$ cat config.mk
export PLATFORM = sky130hd
export DESIGN_NAME = multitouch_slot_event_generator_top
export DESIGN_NICKNAME = d
export VERILOG_FILES = /design/src/rtl/mse_pkg.sv /design/src/rtl/multitouch_slot_event_generator_top.sv /design/src/rtl/mse_front.sv /design/src/rtl/mse_queue.sv /design/src/rtl/mse_back.sv
export VERILOG_INCLUDE_DIRS = /design/src /design/src/rtl
export SDC_FILE = /design/constraint.sdc
export NUM_CORES = 1
export LEC_CHECK = 0
export ABC_CLOCK_PERIOD_IN_PS = 9050
export BUFFER_PORTS_ARGS = -buffer_cell sky130_fd_sc_hd__buf_2
export CAP_MARGIN = 20
export CORE_MARGIN = 4
export CORE_UTILIZATION = 44
export DETAILED_ROUTE_END_ITERATION = 10
export SYNTH_ARGS = -nofsm -noshare
export SYNTH_HDL_FRONTEND = slang
export SYNTH_SLANG_ARGS = --single-unit
$ cat constraint.sdc
create_clock -name clk -period 9.05 [get_ports clk]
set_input_delay 0.905 -clock clk [delete_from_list [all_inputs] [get_ports clk]]
set_output_delay 0.905 -clock clk [all_outputs]
set_load 0.02 [all_outputs]
$ cat src/rtl/multitouch_slot_event_generator_top_assert.svh
// Assertion macros for the multitouch slot event generator.
`ifndef MULTITOUCH_SLOT_EVENT_GENERATOR_TOP_ASSERT_SVH
`define MULTITOUCH_SLOT_EVENT_GENERATOR_TOP_ASSERT_SVH

// Antecedent holds in a cycle, consequent holds in the same cycle.
`define MSE_ASSERT_NOW(label, ante, cons, msg) \
  label: assert property (@(posedge clk) disable iff (rst) (ante) |-> (cons)) else $error(msg);

// Antecedent holds in a cycle, consequent holds in the next cycle.
`define MSE_ASSERT_NEXT(label, ante, cons, msg) \
  label: assert property (@(posedge clk) disable iff (rst) (ante) |=> (cons)) else $error(msg);

`endif

$ cat src/rtl/mse_pkg.sv
// Package: codes, constants and types shared by the slot event generator.
`timescale 1ns / 1ps

package mse_pkg;

  localparam int NUM_SLOTS_DEF = 10;
  localparam int QUEUE_DEPTH   = 2;

  // commands
  localparam logic [1:0] OP_DOWN   = 2'd0;
  localparam logic [1:0] OP_CHANGE = 2'd1;
  localparam logic [1:0] OP_UP     = 2'd2;

  // status codes
  localparam logic [1:0] ST_DONE    = 2'd0;
  localparam logic [1:0] ST_NOSLOT  = 2'd1;
  localparam logic [1:0] ST_NOTDOWN = 2'd2;

  // event types
  localparam logic [1:0] T_SYN = 2'd0;
  localparam logic [1:0] T_KEY = 2'd1;
  localparam logic [1:0] T_ABS = 2'd3;

  // event codes
  localparam logic [8:0] C_SLOT   = 9'd47;
  localparam logic [8:0] C_MAJOR  = 9'd48;
  localparam logic [8:0] C_MINOR  = 9'd49;
  localparam logic [8:0] C_POSX   = 9'd53;
  localparam logic [8:0] C_POSY   = 9'd54;
  localparam logic [8:0] C_TRACK  = 9'd57;
  localparam logic [8:0] C_PRESS  = 9'd58;
  localparam logic [8:0] C_TOUCH  = 9'd330;
  localparam logic [8:0] C_FINGER = 9'd325;
  localparam logic [8:0] C_REPORT = 9'd0;

  localparam logic signed [16:0] VAL_RELEASE = -17'sd1;

  // word positions in emission order; a job carries one bit per word
  localparam int EV_SLOT   = 0;
  localparam int EV_TRACK  = 1;
  localparam int EV_POSX   = 2;
  localparam int EV_POSY   = 3;
  localparam int EV_MAJOR  = 4;
  localparam int EV_MINOR  = 5;
  localparam int EV_PRESS  = 6;
  localparam int EV_TOUCH  = 7;
  localparam int EV_FINGER = 8;
  localparam int EV_SYNC   = 9;
  localparam int EV_STATUS = 10;
  localparam int EV_N      = 11;
  localparam int EV_IDX_W  = $clog2(EV_N);

  typedef struct packed {
    logic [EV_N-1:0] mask;
    logic [3:0]      slot;
    logic [1:0]      status;
    logic            up;
    logic [15:0]     id;
    logic [14:0]     x;
    logic [14:0]     y;
    logic [7:0]      major;
    logic [7:0]      minor;
    logic [15:0]     press;
  } job_t;

  typedef struct packed {
    logic full;
    logic empty;
  } q_stat_t;

endpackage

$ cat src/rtl/multitouch_slot_event_generator_top.sv
// The first word of an accepted command passes through the job queue, the back end's job register
// and the single output register. Throughput: one output word per cycle while jobs are queued and
// out_ready is high; a command emits 1 to 11 words (a down command with pressure emits 11).
// A 2-deep job queue lets commands be accepted while earlier ones are still streaming.
// Reset (rst, synchronous): all slots free, tracking id counter at 1, queue and output empty.
`timescale 1ns / 1ps

module multitouch_slot_event_generator_top #(
  parameter int NUM_SLOTS = mse_pkg::NUM_SLOTS_DEF
) (
  input  logic                clk,
  input  logic                rst,
  input  logic                in_valid,
  output logic                in_ready,
  input  logic [1:0]          op,
  input  logic [3:0]          slot,
  input  logic signed [15:0]  pos_x,
  input  logic signed [15:0]  pos_y,
  input  logic [7:0]          size_major,
  input  logic [7:0]          size_minor,
  input  logic [15:0]         pressure,
  output logic                out_valid,
  input  logic                out_ready,
  output logic                is_status,
  output logic [1:0]          ev_type,
  output logic [8:0]          ev_code,
  output logic signed [16:0]  ev_value,
  output logic [1:0]          status,
  output logic [3:0]          slot_out,
  output logic                last
);

  `include "multitouch_slot_event_generator_top_assert.svh"

  mse_pkg::q_stat_t q_stat;
  mse_pkg::job_t    push_job, head;
  logic             push, pop;

  mse_front #(
    .NUM_SLOTS(NUM_SLOTS)
  ) u_front (
    .clk        (clk),
    .rst        (rst),
    .in_valid   (in_valid),
    .in_ready   (in_ready),
    .op         (op),
    .slot       (slot),
    .pos_x      (pos_x),
    .pos_y      (pos_y),
    .size_major (size_major),
    .size_minor (size_minor),
    .pressure   (pressure),
    .q_stat     (q_stat),
    .push       (push),
    .job        (push_job)
  );

  mse_queue u_queue (
    .clk      (clk),
    .rst      (rst),
    .push     (push),
    .push_job (push_job),
    .pop      (pop),
    .head     (head),
    .q_stat   (q_stat)
  );

  mse_back u_back (
    .clk       (clk),
    .rst       (rst),
    .q_stat    (q_stat),
    .head      (head),
    .pop       (pop),
    .out_valid (out_valid),
    .out_ready (out_ready),
    .is_status (is_status),
    .ev_type   (ev_type),
    .ev_code   (ev_code),
    .ev_value  (ev_value),
    .status    (status),
    .slot_out  (slot_out),
    .last      (last)
  );

  // a command streams without gaps until its status word
  `MSE_ASSERT_NEXT(a_no_gap, out_valid && out_ready && !last, out_valid, "gap inside a command")
  `MSE_ASSERT_NOW(a_status_word, out_valid && is_status,
                  last && ev_type == mse_pkg::T_SYN && ev_code == mse_pkg::C_REPORT
                  && ev_value == 17'sd0, "malformed status word")
  `MSE_ASSERT_NOW(a_event_word, out_valid && !is_status,
                  !last && status == mse_pkg::ST_DONE, "malformed event word")

endmodule

$ cat src/rtl/mse_front.sv
// Front end: slot table, command classification and job building.
`timescale 1ns / 1ps

module mse_front #(
  parameter int NUM_SLOTS = mse_pkg::NUM_SLOTS_DEF
) (
  input  logic                clk,
  input  logic                rst,
  input  logic                in_valid,
  output logic                in_ready,
  input  logic [1:0]          op,
  input  logic [3:0]          slot,
  input  logic signed [15:0]  pos_x,
  input  logic signed [15:0]  pos_y,
  input  logic [7:0]          size_major,
  input  logic [7:0]          size_minor,
  input  logic [15:0]         pressure,
  input  mse_pkg::q_stat_t    q_stat,
  output logic                push,
  output mse_pkg::job_t       job
);

  localparam int IDX_W = (NUM_SLOTS > 1) ? $clog2(NUM_SLOTS) : 1;

  logic [NUM_SLOTS-1:0] slot_active;
  logic [14:0]          slot_pos_x    [NUM_SLOTS];
  logic [14:0]          slot_pos_y    [NUM_SLOTS];
  logic [7:0]           slot_major    [NUM_SLOTS];
  logic [7:0]           slot_minor    [NUM_SLOTS];
  logic [15:0]          slot_pressure [NUM_SLOTS];
  logic [15:0]          id_counter;

  logic [7:0]       maj, mnr;
  logic [14:0]      x_new, y_new;
  logic             free_found;
  logic [IDX_W-1:0] free_idx;
  logic [IDX_W-1:0] sidx;
  logic             in_range;
  logic             chg_x, chg_y, chg_maj, chg_mnr, chg_press;
  logic             do_down, do_change, do_up;

  assign in_ready = !q_stat.full;
  assign push     = in_valid && in_ready;
  assign sidx     = slot[IDX_W-1:0];

  always_comb begin
    maj = (size_major < size_minor) ? size_minor : size_major;
    mnr = (size_major < size_minor) ? size_major : size_minor;
    x_new = pos_x[15] ? 15'd0 : pos_x[14:0];
    y_new = pos_y[15] ? 15'd0 : pos_y[14:0];
    in_range = ({28'd0, slot} < 32'(NUM_SLOTS));

    // lowest free slot
    free_found = 1'b0;
    free_idx   = '0;
    for (int i = NUM_SLOTS - 1; i >= 0; i--) begin
      if (!slot_active[i]) begin
        free_found = 1'b1;
        free_idx   = IDX_W'(i);
      end
    end

    chg_x     = !pos_x[15] && (pos_x[14:0] != slot_pos_x[sidx]);
    chg_y     = !pos_y[15] && (pos_y[14:0] != slot_pos_y[sidx]);
    chg_maj   = (maj != 8'd0) && (maj != slot_major[sidx]);
    chg_mnr   = (mnr != 8'd0) && (mnr != slot_minor[sidx]);
    chg_press = (pressure != 16'd0) && (pressure != slot_pressure[sidx]);

    do_down   = 1'b0;
    do_change = 1'b0;
    do_up     = 1'b0;

    job        = '0;
    job.slot   = slot;
    job.status = mse_pkg::ST_DONE;
    job.id     = (id_counter == 16'd0) ? 16'd1 : id_counter;
    job.x      = x_new;
    job.y      = y_new;
    job.major  = maj;
    job.minor  = mnr;
    job.press  = pressure;
    job.mask[mse_pkg::EV_STATUS] = 1'b1;

    case (op)
      mse_pkg::OP_DOWN: begin
        if (free_found) begin
          do_down  = 1'b1;
          job.slot = 4'(free_idx);
          job.mask[mse_pkg::EV_SLOT]   = 1'b1;
          job.mask[mse_pkg::EV_TRACK]  = 1'b1;
          job.mask[mse_pkg::EV_POSX]   = 1'b1;
          job.mask[mse_pkg::EV_POSY]   = 1'b1;
          job.mask[mse_pkg::EV_MAJOR]  = 1'b1;
          job.mask[mse_pkg::EV_MINOR]  = 1'b1;
          job.mask[mse_pkg::EV_PRESS]  = (pressure != 16'd0);
          job.mask[mse_pkg::EV_TOUCH]  = 1'b1;
          job.mask[mse_pkg::EV_FINGER] = 1'b1;
          job.mask[mse_pkg::EV_SYNC]   = 1'b1;
        end else begin
          job.status = mse_pkg::ST_NOSLOT;
          job.slot   = 4'd0;
        end
      end
      mse_pkg::OP_CHANGE, mse_pkg::OP_UP: begin
        if (!in_range) begin
          job.status = mse_pkg::ST_NOSLOT;
        end else if (!slot_active[sidx]) begin
          job.status = mse_pkg::ST_NOTDOWN;
        end else if (op == mse_pkg::OP_CHANGE) begin
          do_change = 1'b1;
          job.x = pos_x[14:0];
          job.y = pos_y[14:0];
          job.mask[mse_pkg::EV_SLOT]  = 1'b1;
          job.mask[mse_pkg::EV_POSX]  = chg_x;
          job.mask[mse_pkg::EV_POSY]  = chg_y;
          job.mask[mse_pkg::EV_MAJOR] = chg_maj;
          job.mask[mse_pkg::EV_MINOR] = chg_mnr;
          job.mask[mse_pkg::EV_PRESS] = chg_press;
          job.mask[mse_pkg::EV_SYNC]  = 1'b1;
        end else begin
          do_up  = 1'b1;
          job.up = 1'b1;
          job.mask[mse_pkg::EV_SLOT]   = 1'b1;
          job.mask[mse_pkg::EV_TRACK]  = 1'b1;
          job.mask[mse_pkg::EV_TOUCH]  = 1'b1;
          job.mask[mse_pkg::EV_FINGER] = 1'b1;
          job.mask[mse_pkg::EV_SYNC]   = 1'b1;
        end
      end
      default: begin
        job.status = mse_pkg::ST_NOSLOT;
      end
    endcase
  end

  always_ff @(posedge clk) begin
    if (rst) begin
      slot_active <= '0;
      id_counter  <= 16'd1;
    end else if (push) begin
      if (do_down) begin
        slot_active[free_idx] <= 1'b1;
        id_counter            <= id_counter + 16'd1;
      end
      if (do_up) begin
        slot_active[sidx] <= 1'b0;
      end
    end
  end

  // table payload, written only by accepted commands
  always_ff @(posedge clk) begin
    if (push && do_down) begin
      slot_pos_x[free_idx]    <= x_new;
      slot_pos_y[free_idx]    <= y_new;
      slot_major[free_idx]    <= maj;
      slot_minor[free_idx]    <= mnr;
      slot_pressure[free_idx] <= pressure;
    end
    if (push && do_change) begin
      if (chg_x) slot_pos_x[sidx] <= pos_x[14:0];
      if (chg_y) slot_pos_y[sidx] <= pos_y[14:0];
      if (chg_maj) slot_major[sidx] <= maj;
      if (chg_mnr) slot_minor[sidx] <= mnr;
      if (chg_press) slot_pressure[sidx] <= pressure;
    end
  end

endmodule

$ cat src/rtl/mse_queue.sv
// Job queue between the front end and the event emitter.
`timescale 1ns / 1ps

module mse_queue (
  input  logic              clk,
  input  logic              rst,
  input  logic              push,
  input  mse_pkg::job_t     push_job,
  input  logic              pop,
  output mse_pkg::job_t     head,
  output mse_pkg::q_stat_t  q_stat
);

  localparam int DEPTH = mse_pkg::QUEUE_DEPTH;
  localparam int PTR_W = (DEPTH > 1) ? $clog2(DEPTH) : 1;
  localparam int CNT_W = $clog2(DEPTH + 1);

  mse_pkg::job_t    entries [DEPTH];
  logic [PTR_W-1:0] wr_ptr, rd_ptr;
  logic [CNT_W-1:0] count;
  logic             do_push, do_pop;

  assign q_stat.full  = (count == CNT_W'(DEPTH));
  assign q_stat.empty = (count == '0);
  assign head         = entries[rd_ptr];
  assign do_push      = push && !q_stat.full;
  assign do_pop       = pop && !q_stat.empty;

  always_ff @(posedge clk) begin
    if (rst) begin
      wr_ptr <= '0;
      rd_ptr <= '0;
      count  <= '0;
    end else begin
      if (do_push) begin
        wr_ptr <= (wr_ptr == PTR_W'(DEPTH - 1)) ? '0 : wr_ptr + 1'b1;
      end
      if (do_pop) begin
        rd_ptr <= (rd_ptr == PTR_W'(DEPTH - 1)) ? '0 : rd_ptr + 1'b1;
      end
      if (do_push && !do_pop) begin
        count <= count + 1'b1;
      end else if (do_pop && !do_push) begin
        count <= count - 1'b1;
      end
    end
  end

  always_ff @(posedge clk) begin
    if (do_push) begin
      entries[wr_ptr] <= push_job;
    end
  end

endmodule

$ cat src/rtl/mse_back.sv
// Back end: walks a job's word mask and drives the output register.
`timescale 1ns / 1ps

module mse_back (
  input  logic                clk,
  input  logic                rst,
  input  mse_pkg::q_stat_t    q_stat,
  input  mse_pkg::job_t       head,
  output logic                pop,
  output logic                out_valid,
  input  logic                out_ready,
  output logic                is_status,
  output logic [1:0]          ev_type,
  output logic [8:0]          ev_code,
  output logic signed [16:0]  ev_value,
  output logic [1:0]          status,
  output logic [3:0]          slot_out,
  output logic                last
);

  mse_pkg::job_t                 cur;
  logic [mse_pkg::EV_N-1:0]      rem;
  logic [mse_pkg::EV_N-1:0]      lowbit, rem_clear;
  logic [mse_pkg::EV_IDX_W-1:0]  idx;
  logic                          advance;

  logic                          is_status_next, last_next;
  logic [1:0]                    ev_type_next, status_next;
  logic [8:0]                    ev_code_next;
  logic signed [16:0]            ev_value_next;

  assign advance   = (rem != '0) && (!out_valid || out_ready);
  assign lowbit    = rem & (~rem + 1'b1);
  assign rem_clear = rem & ~lowbit;
  // next job loads on the edge that sends the last word of the current one
  assign pop = !q_stat.empty && ((rem == '0) || (advance && rem_clear == '0));

  always_comb begin
    idx = '0;
    for (int i = mse_pkg::EV_N - 1; i >= 0; i--) begin
      if (rem[i]) idx = mse_pkg::EV_IDX_W'(i);
    end

    is_status_next = 1'b0;
    last_next      = 1'b0;
    status_next    = mse_pkg::ST_DONE;
    ev_type_next   = mse_pkg::T_ABS;
    ev_code_next   = mse_pkg::C_REPORT;
    ev_value_next  = '0;
    case (idx)
      mse_pkg::EV_IDX_W'(mse_pkg::EV_SLOT): begin
        ev_code_next  = mse_pkg::C_SLOT;
        ev_value_next = 17'(cur.slot);
      end
      mse_pkg::EV_IDX_W'(mse_pkg::EV_TRACK): begin
        ev_code_next  = mse_pkg::C_TRACK;
        ev_value_next = cur.up ? mse_pkg::VAL_RELEASE : 17'(cur.id);
      end
      mse_pkg::EV_IDX_W'(mse_pkg::EV_POSX): begin
        ev_code_next  = mse_pkg::C_POSX;
        ev_value_next = 17'(cur.x);
      end
      mse_pkg::EV_IDX_W'(mse_pkg::EV_POSY): begin
        ev_code_next  = mse_pkg::C_POSY;
        ev_value_next = 17'(cur.y);
      end
      mse_pkg::EV_IDX_W'(mse_pkg::EV_MAJOR): begin
        ev_code_next  = mse_pkg::C_MAJOR;
        ev_value_next = 17'(cur.major);
      end
      mse_pkg::EV_IDX_W'(mse_pkg::EV_MINOR): begin
        ev_code_next  = mse_pkg::C_MINOR;
        ev_value_next = 17'(cur.minor);
      end
      mse_pkg::EV_IDX_W'(mse_pkg::EV_PRESS): begin
        ev_code_next  = mse_pkg::C_PRESS;
        ev_value_next = 17'(cur.press);
      end
      mse_pkg::EV_IDX_W'(mse_pkg::EV_TOUCH): begin
        ev_type_next  = mse_pkg::T_KEY;
        ev_code_next  = mse_pkg::C_TOUCH;
        ev_value_next = cur.up ? 17'sd0 : 17'sd1;
      end
      mse_pkg::EV_IDX_W'(mse_pkg::EV_FINGER): begin
        ev_type_next  = mse_pkg::T_KEY;
        ev_code_next  = mse_pkg::C_FINGER;
        ev_value_next = cur.up ? 17'sd0 : 17'sd1;
      end
      mse_pkg::EV_IDX_W'(mse_pkg::EV_SYNC): begin
        ev_type_next = mse_pkg::T_SYN;
      end
      mse_pkg::EV_IDX_W'(mse_pkg::EV_STATUS): begin
        ev_type_next   = mse_pkg::T_SYN;
        is_status_next = 1'b1;
        last_next      = 1'b1;
        status_next    = cur.status;
      end
      default: begin
        ev_type_next = mse_pkg::T_SYN;
      end
    endcase
  end

  always_ff @(posedge clk) begin
    if (rst) begin
      rem       <= '0;
      out_valid <= 1'b0;
    end else begin
      if (pop) begin
        rem <= head.mask;
      end else if (advance) begin
        rem <= rem_clear;
      end
      if (advance) begin
        out_valid <= 1'b1;
      end else if (out_ready) begin
        out_valid <= 1'b0;
      end
    end
  end

  always_ff @(posedge clk) begin
    if (pop) begin
      cur <= head;
    end
    if (advance) begin
      is_status <= is_status_next;
      ev_type   <= ev_type_next;
      ev_code   <= ev_code_next;
      ev_value  <= ev_value_next;
      status    <= status_next;
      slot_out  <= cur.slot;
      last      <= last_next;
    end
  end

endmodule

==> run metrics, run 1 <==
top post-synthesis cells by count edfxtp_1 (922), mux4_2 (122), mux2_2 (121); ys flop type edfxtp_1; FMAX about 180 MHz; die area 0.0961 mm2; max cap viols 0; Die H 310 um; Slew @ Worst Pin between 1000 and 1500 ps; GP Congestion 0.881; register clock-pin slew on the reported worst setup and hold paths 60 ps; relative slew slack 29.9%; Synth area leader edfxtp_1; Switching Share 27.9%; clock skew 36.9 ps; Worst setup SP type primary input; yosys warns 0; cell area after synthesis 0.0401 mm2; Pint 8.84 mW; power per cell area 270 mW/mm2; Pins Over Slew Limit 0; r2r worst-path depth 7; number of synthesized flops with an enable pin 922; FF-to-FF End u_front.slot_pos_y[9][13]; crit path cell chain buf_6 > buf_4 > mux4_2 > a21boi_0 > or3_1 > nor2_1 > nand2_1 > a211o_1 > mux2i_2; DR vias 21.5k; clock share of power 33.4%; syn_nets 2,415; CP arrival 5680 ps; Hold WC Path Type reg2reg; Sequential Power Share a little under half; first-pass GRT wire length 141 mm; Worst Path Required 9320 ps; # DRC 0; CTS tree built; antenna viol nets, final 0; Synth Area per Inst 17.2 um2; via count of the first global-routing pass 21.4k; CTS-repair resized insts 0; Max IR drop VDD around 0.20 mV; status finished, final reports clean; Crit. path cell count 9; Congestion Overflow GR 0; post-route setup TNS 0 ps; crit path to u_front.slot_pos_y[9][13]; Clock Tree Buf Depth 3; Synth cell types 82; Buffers & Inverters on Critical Path 2; Via density 5.77; Placed Area 0.0421 mm2; fin crit period 5410 ps; hold_buf cts 0; core area 0.0903 mm2; Final nets 2,549; I/O Pins around 110; top cells by area, synth edfxtp_1 (69%), mux4_2 (6.8%), mux2_2 (3.4%); CP endpoint kind register; most numerous cell in the Yosys netlist edfxtp_1; DRT Pass-1 Iters 5; H-tree lvl count 3; sequential area share after synthesis a little over 70%; instance count of the mapped netlist around 2.3k; layout cells sized above 1 25.1%; Max stage delay cell, worst path mux2i_2; DR iter-0 viols ~2.1k; Die Wd 310 um; Clock Latency Late Sink 660 ps; setup bufs post-CTS 0; unrepaired setup endpoints after global routing no; initial antenna violation count 5; Starting Density about 44%; area fraction of the dominant cell type after synthesis 69.0%; Critical R2R Launch u_front.slot_active[0]; Core Util, Final 50.3%; clk sinks 965; register bit total from synthesis 965; Worst path max stage delay 910 ps; drt wl/cell between 20 and 30 um; CP startpoint slot[1]; Comb pwr share between 10% and 20%; Net Switching 3.42 mW; largest net degree at the start of global routing 92; P&R area growth vs syn 13.2%; kind of critical path in2reg; Final Cycle Share 59.7%; endpoints failing hold 0; Worst path top cell family by delay simple AND/OR/NAND/NOR gates; row cnt 110; # port buffers between 100 and 150; P_leak 15.1 nW; setup violators final 0; Num CTS Buffers slightly below 100; GRT Total Usage 19.7%; design area 0.0454 mm2; crit-path max FO between 50 and 60; ys async rst share 0%; Routed Wire Length 94.5 mm; Detailed Place HPWL 60.4 mm; Layout fillers 7,341; clock root cell clkbuf_16; worst reg2reg setup slack 4860 ps
through the flow:
step	std cells	hold slack, ps	worst slack [ps]	power [mW]
6_report	3725	477	3640	12.3
5_1_grt	3723	494	3410	12.8
4_1_cts	3718	472	3700	12.4
3_5_place_dp	3534	455	2990	8.26
3_3_place_gp	3533	442	3180	8.18
2_1_floorplan	2328	425	3330	7.44
cell usage in the layout, fill, tap and decap left out, drive strengths merged, types with 8 or more instances in the layout:
cell / count
a211oi: 58
a21oi: 51
a222oi: 8
a22oi: 13
and2: 38
and3: 10
buf: 173
bufinv: 13
clkbuf: 124
clkinv: 39
dfxtp: 43
edfxtp: 922
ha: 13
inv: 43
mux2: 125
mux2i: 117
mux4: 122
nand2: 90
nand2b: 11
nand3: 36
nand4: 21
nor2: 66
nor2b: 54
nor3: 26
nor4: 19
o211ai: 28
o21ai: 55
o22ai: 8
o311ai: 19
or3: 9
xnor2: 45
xor2: 54
worst min path at each step:
stage,end,cells past startpoint,startpoint
after floorplan,u_back.slot_out[0],0,u_back.cur[81]
after global placement,u_back.slot_out[0],0,u_back.cur[81]
after detailed placement,u_back.slot_out[0],0,u_back.cur[81]
after CTS,u_back.slot_out[0],0,u_back.cur[81]
after global routing,u_back.slot_out[0],0,u_back.cur[81]
final,u_back.slot_out[0],0,u_back.cur[81]
logic make-up after synthesis:
group | count (synthesis) | share of synthesized area (%)
AO/OA/AOI/OAI | 306 | 5.41
XOR/XNOR | 99 | 2.16
adder cells (fa/ha/maj) | 14 | 0.430
buffers and inverters | 181 | 2.36
flip-flops | 965 | 71.1
multiplexers | 364 | 13.3
other | 1 | 0.00934
AND/OR/NAND/NOR | 398 | 5.25
layout make-up:
type / count / area [um2] / share of cell area (%)
flip-flops and latches: 965 / 28600 / 62.8
clock buffers: 123 / 2610 / 5.74
diodes: 4 / 10.0 / 0.0220
repair buffers: 174 / 1080 / 2.38
well taps: 1176 / 1470 / 3.24
multi-input cells: 1182 / 10900 / 24.0
clock inverters: 61 / 672 / 1.48
inverters: 40 / 150 / 0.330
power groups by stage:
| stage | Sequential [mW] | Clock, mW | Combinational [mW] |
|---|---|---|---|
| 3_5_place_dp | 5.92 | 0 | 2.34 |
| 5_1_grt | 5.87 | 4.38 | 2.54 |
| 4_1_cts | 5.83 | 4.17 | 2.35 |
| 6_report | 5.83 | 4.09 | 2.34 |
| 3_3_place_gp | 5.92 | 0 | 2.27 |
| 2_1_floorplan | 5.94 | 0 | 1.50 |
flip-flops by register name (all words and copies together) (netlist names), 17 cells and up, named ones only:
name	cells
u_queue.entries	184
u_front.slot_pressure	160
u_front.slot_pos_x	150
u_front.slot_pos_y	150
u_back.cur	85
u_front.slot_major	80
u_front.slot_minor	80
u_back.ev_value	17
layer usage:
metal / vias up / part of all wire (%) / GRT usage (%) / wire length (um)
li1: 9509 / - / - / -
met4: 2 / 1.7 / 4.86 / 1630
met1: 11000 / 44 / 28.9 / 41300
met2: 803 / 48 / 31.4 / 45100
met5: - / 0.013 / 0 / 12
met3: 114 / 6.8 / 2.82 / 6430
Note: power is estimated with default switching activity, not from simulation.
==> run 2: changes to the inputs <==
- ABC_CLOCK_PERIOD_IN_PS: 9050 -> 5050
- clock period: 9.05 -> 5.05 ns (I/O delays scaled with it)
==> run 2 against run 1 <==
  * Power increased by 79%
  * Sequential share of layout area decreased by 0.58 points
  * Clock power increased by 78%
  * Critical endpoint is now u_front.slot_pos_x[8][11]
==> run metrics, run 2 (synthesis gave the netlist of run 1 again) <==
Max IR drop VDD 0.362 mV (was 0.203 mV); Regs by FF count u_queue.entries (184), u_front.slot_pressure (160) (unchanged); met1 Usage GRT 28.2% (was 28.9%); Detailed Place HPWL 63.4 mm (was 60.4 mm); P&R area growth vs syn 14.2% (was 13.2%); setup bufs post-CTS 0 (unchanged); Reg with most FFs u_queue.entries (unchanged); number of flip-flops under the largest register name 184 (unchanged); CTS tree built (unchanged); worst reg2reg setup slack 1390 ps (was 4860 ps); Routed Wire Length 95.7 mm (was 94.5 mm); via count of the first global-routing pass 21.7k (was 21.4k); Worst Path Required 5380 ps (was 9320 ps); clock root cell clkbuf_16 (unchanged); Multi-input gate area 0.0109 mm2 (unchanged); leading cell type in the layout, fill and taps excluded edfxtp_1 (unchanged); P_leak 15.3 nW (was 15.1 nW); DR iter-0 viols 2,039 (was 2,115); CP startpoint slot[0] (was slot[1]); initial antenna violation count 2 (was 5); CP endpoint kind register (unchanged); status finished, final reports clean (unchanged); CTS-repair resized insts 0 (unchanged); total power 22.0 mW (was 12.3 mW); Congestion Overflow GR 0 (unchanged); Final Cycle Share 77.1%; register area 0.0286 mm2 (unchanged); Worst setup SP type primary input (unchanged); row cnt 110 (unchanged); power per cell area 480 mW/mm2 (was 270 mW/mm2); largest net degree at the start of global routing 75 (was 92); GP Congestion 0.861 (was 0.881); Critical R2R Launch u_front.slot_active[0] (unchanged); DR vias 21.6k (was 21.5k); antenna viol nets, final 0 (unchanged); Pins Over Slew Limit 0 (unchanged); crit-path max FO 67 (was 57); die area 0.0961 mm2 (unchanged); clk sinks 965 (unchanged); endpoints failing hold 0 (unchanged); Clock Tree Buf Depth 3 (unchanged); Via density 5.73 (was 5.77); Layout fillers 7,332 (was 7,341); M3 GR Usage 3.49% (was 2.82%); global route hottest layer met2 (unchanged); Die H 310 um (unchanged); layout cells sized above 1 26.5% (was 25.1%); # port buffers 110 (unchanged); clock skew 33.0 ps (was 36.9 ps); max cap viols 0 (unchanged); DRT Pass-1 Iters 7 (was 5); hold_buf cts 0 (unchanged); FMAX 257 MHz; H-tree lvl count 3 (unchanged); drt wl/cell 25.4 um (about the same); GRT Total Usage 19.8% (was 19.7%); unrepaired setup endpoints after global routing no (unchanged); Hold WC Path Type in2reg (was reg2reg); hold wc startpoint pressure[5] (was u_back.cur[81]); Slew @ Worst Pin 1090 ps (was 1030 ps); core area 0.0903 mm2 (unchanged); I/O Pins 112 (unchanged); # DRC 0 (unchanged); post-route setup TNS 0 ps (unchanged); Clock Latency Late Sink 670 ps (was 660 ps); relative slew slack 27.3% (was 29.9%); setup violators final 0 (unchanged); Num CTS Buffers 102 (was 99); routing usage on met2 31.7% (was 31.4%); commonest non-fill, non-tap cells in the layout edfxtp_1 (922), mux4_2 (122), mux2_2 (121) (unchanged); Final nets 2,599 (was 2,549); Starting Density 44.5% (unchanged); register clock-pin slew on the reported worst setup and hold paths 60 ps (about the same); kind of critical path in2reg (unchanged); CP arrival 4220 ps (was 5680 ps); first-pass GRT wire length 142 mm (was 141 mm); Die Wd 310 um (unchanged); fin crit period around 3900 ps
## run 2: worst paths after layout
path / endpoint / cells past startpoint
max reg2reg: u_front.slot_pressure[8][12] / 8
min: u_queue.entries[1][5] / 1
max: u_front.slot_pos_x[8][11] / 11
min reg2reg: u_back.slot_out[0] / 0
## run 2: cell type report
cell class / count / area share [%]
clock buffer: 126 / 5.90
timing repair buffer: 221 / 3.25
tap: 1176 / 3.21
multi-input combinational: 1182 / 23.7
clock inverter: 64 / 1.30
sequential: 965 / 62.3
inverter: 40 / 0.327
antenna: 2 / 0.0109
## run 2: per-stage QoR
step	utilization [%]	cell area, um2	hold WS (ps)	cells	worst slack [ps]
3_3_place_gp	47.0	42500	444	3577	541
3_5_place_dp	47.0	42500	452	3577	474
5_1_grt	50.8	45900	210	3774	1050
4_1_cts	50.7	45800	188	3767	1120
6_report	50.8	45900	232	3776	1160
2_1_floorplan	-	40200	425	2328	879
## run 2: worst max-delay path, stage by stage
cell and delay [ps]:
buf_8 500, buf_12 280, nand3b_1 380, o22ai_1 420
o31a_1 170, o211ai_1 120, nor4_2 510, a41oi_2 340
a211oi_1 370, o2bb2a_1 210, buf_4 260
## run 2: report_power, final
group / total, mW / switching, mW / internal (mW)
Clock: 7.28 / 3.05 / 4.23
Combinational: 4.17 / 2.71 / 1.46
Sequential: 10.5 / 0.472 / 10.1
## run 2: layer usage
layer	vias to the layer above	wire length [um]
li1	9626	-
met1	11100	41700
met2	747	45500
met3	165	6130
met4	0	2480
met5	-	0
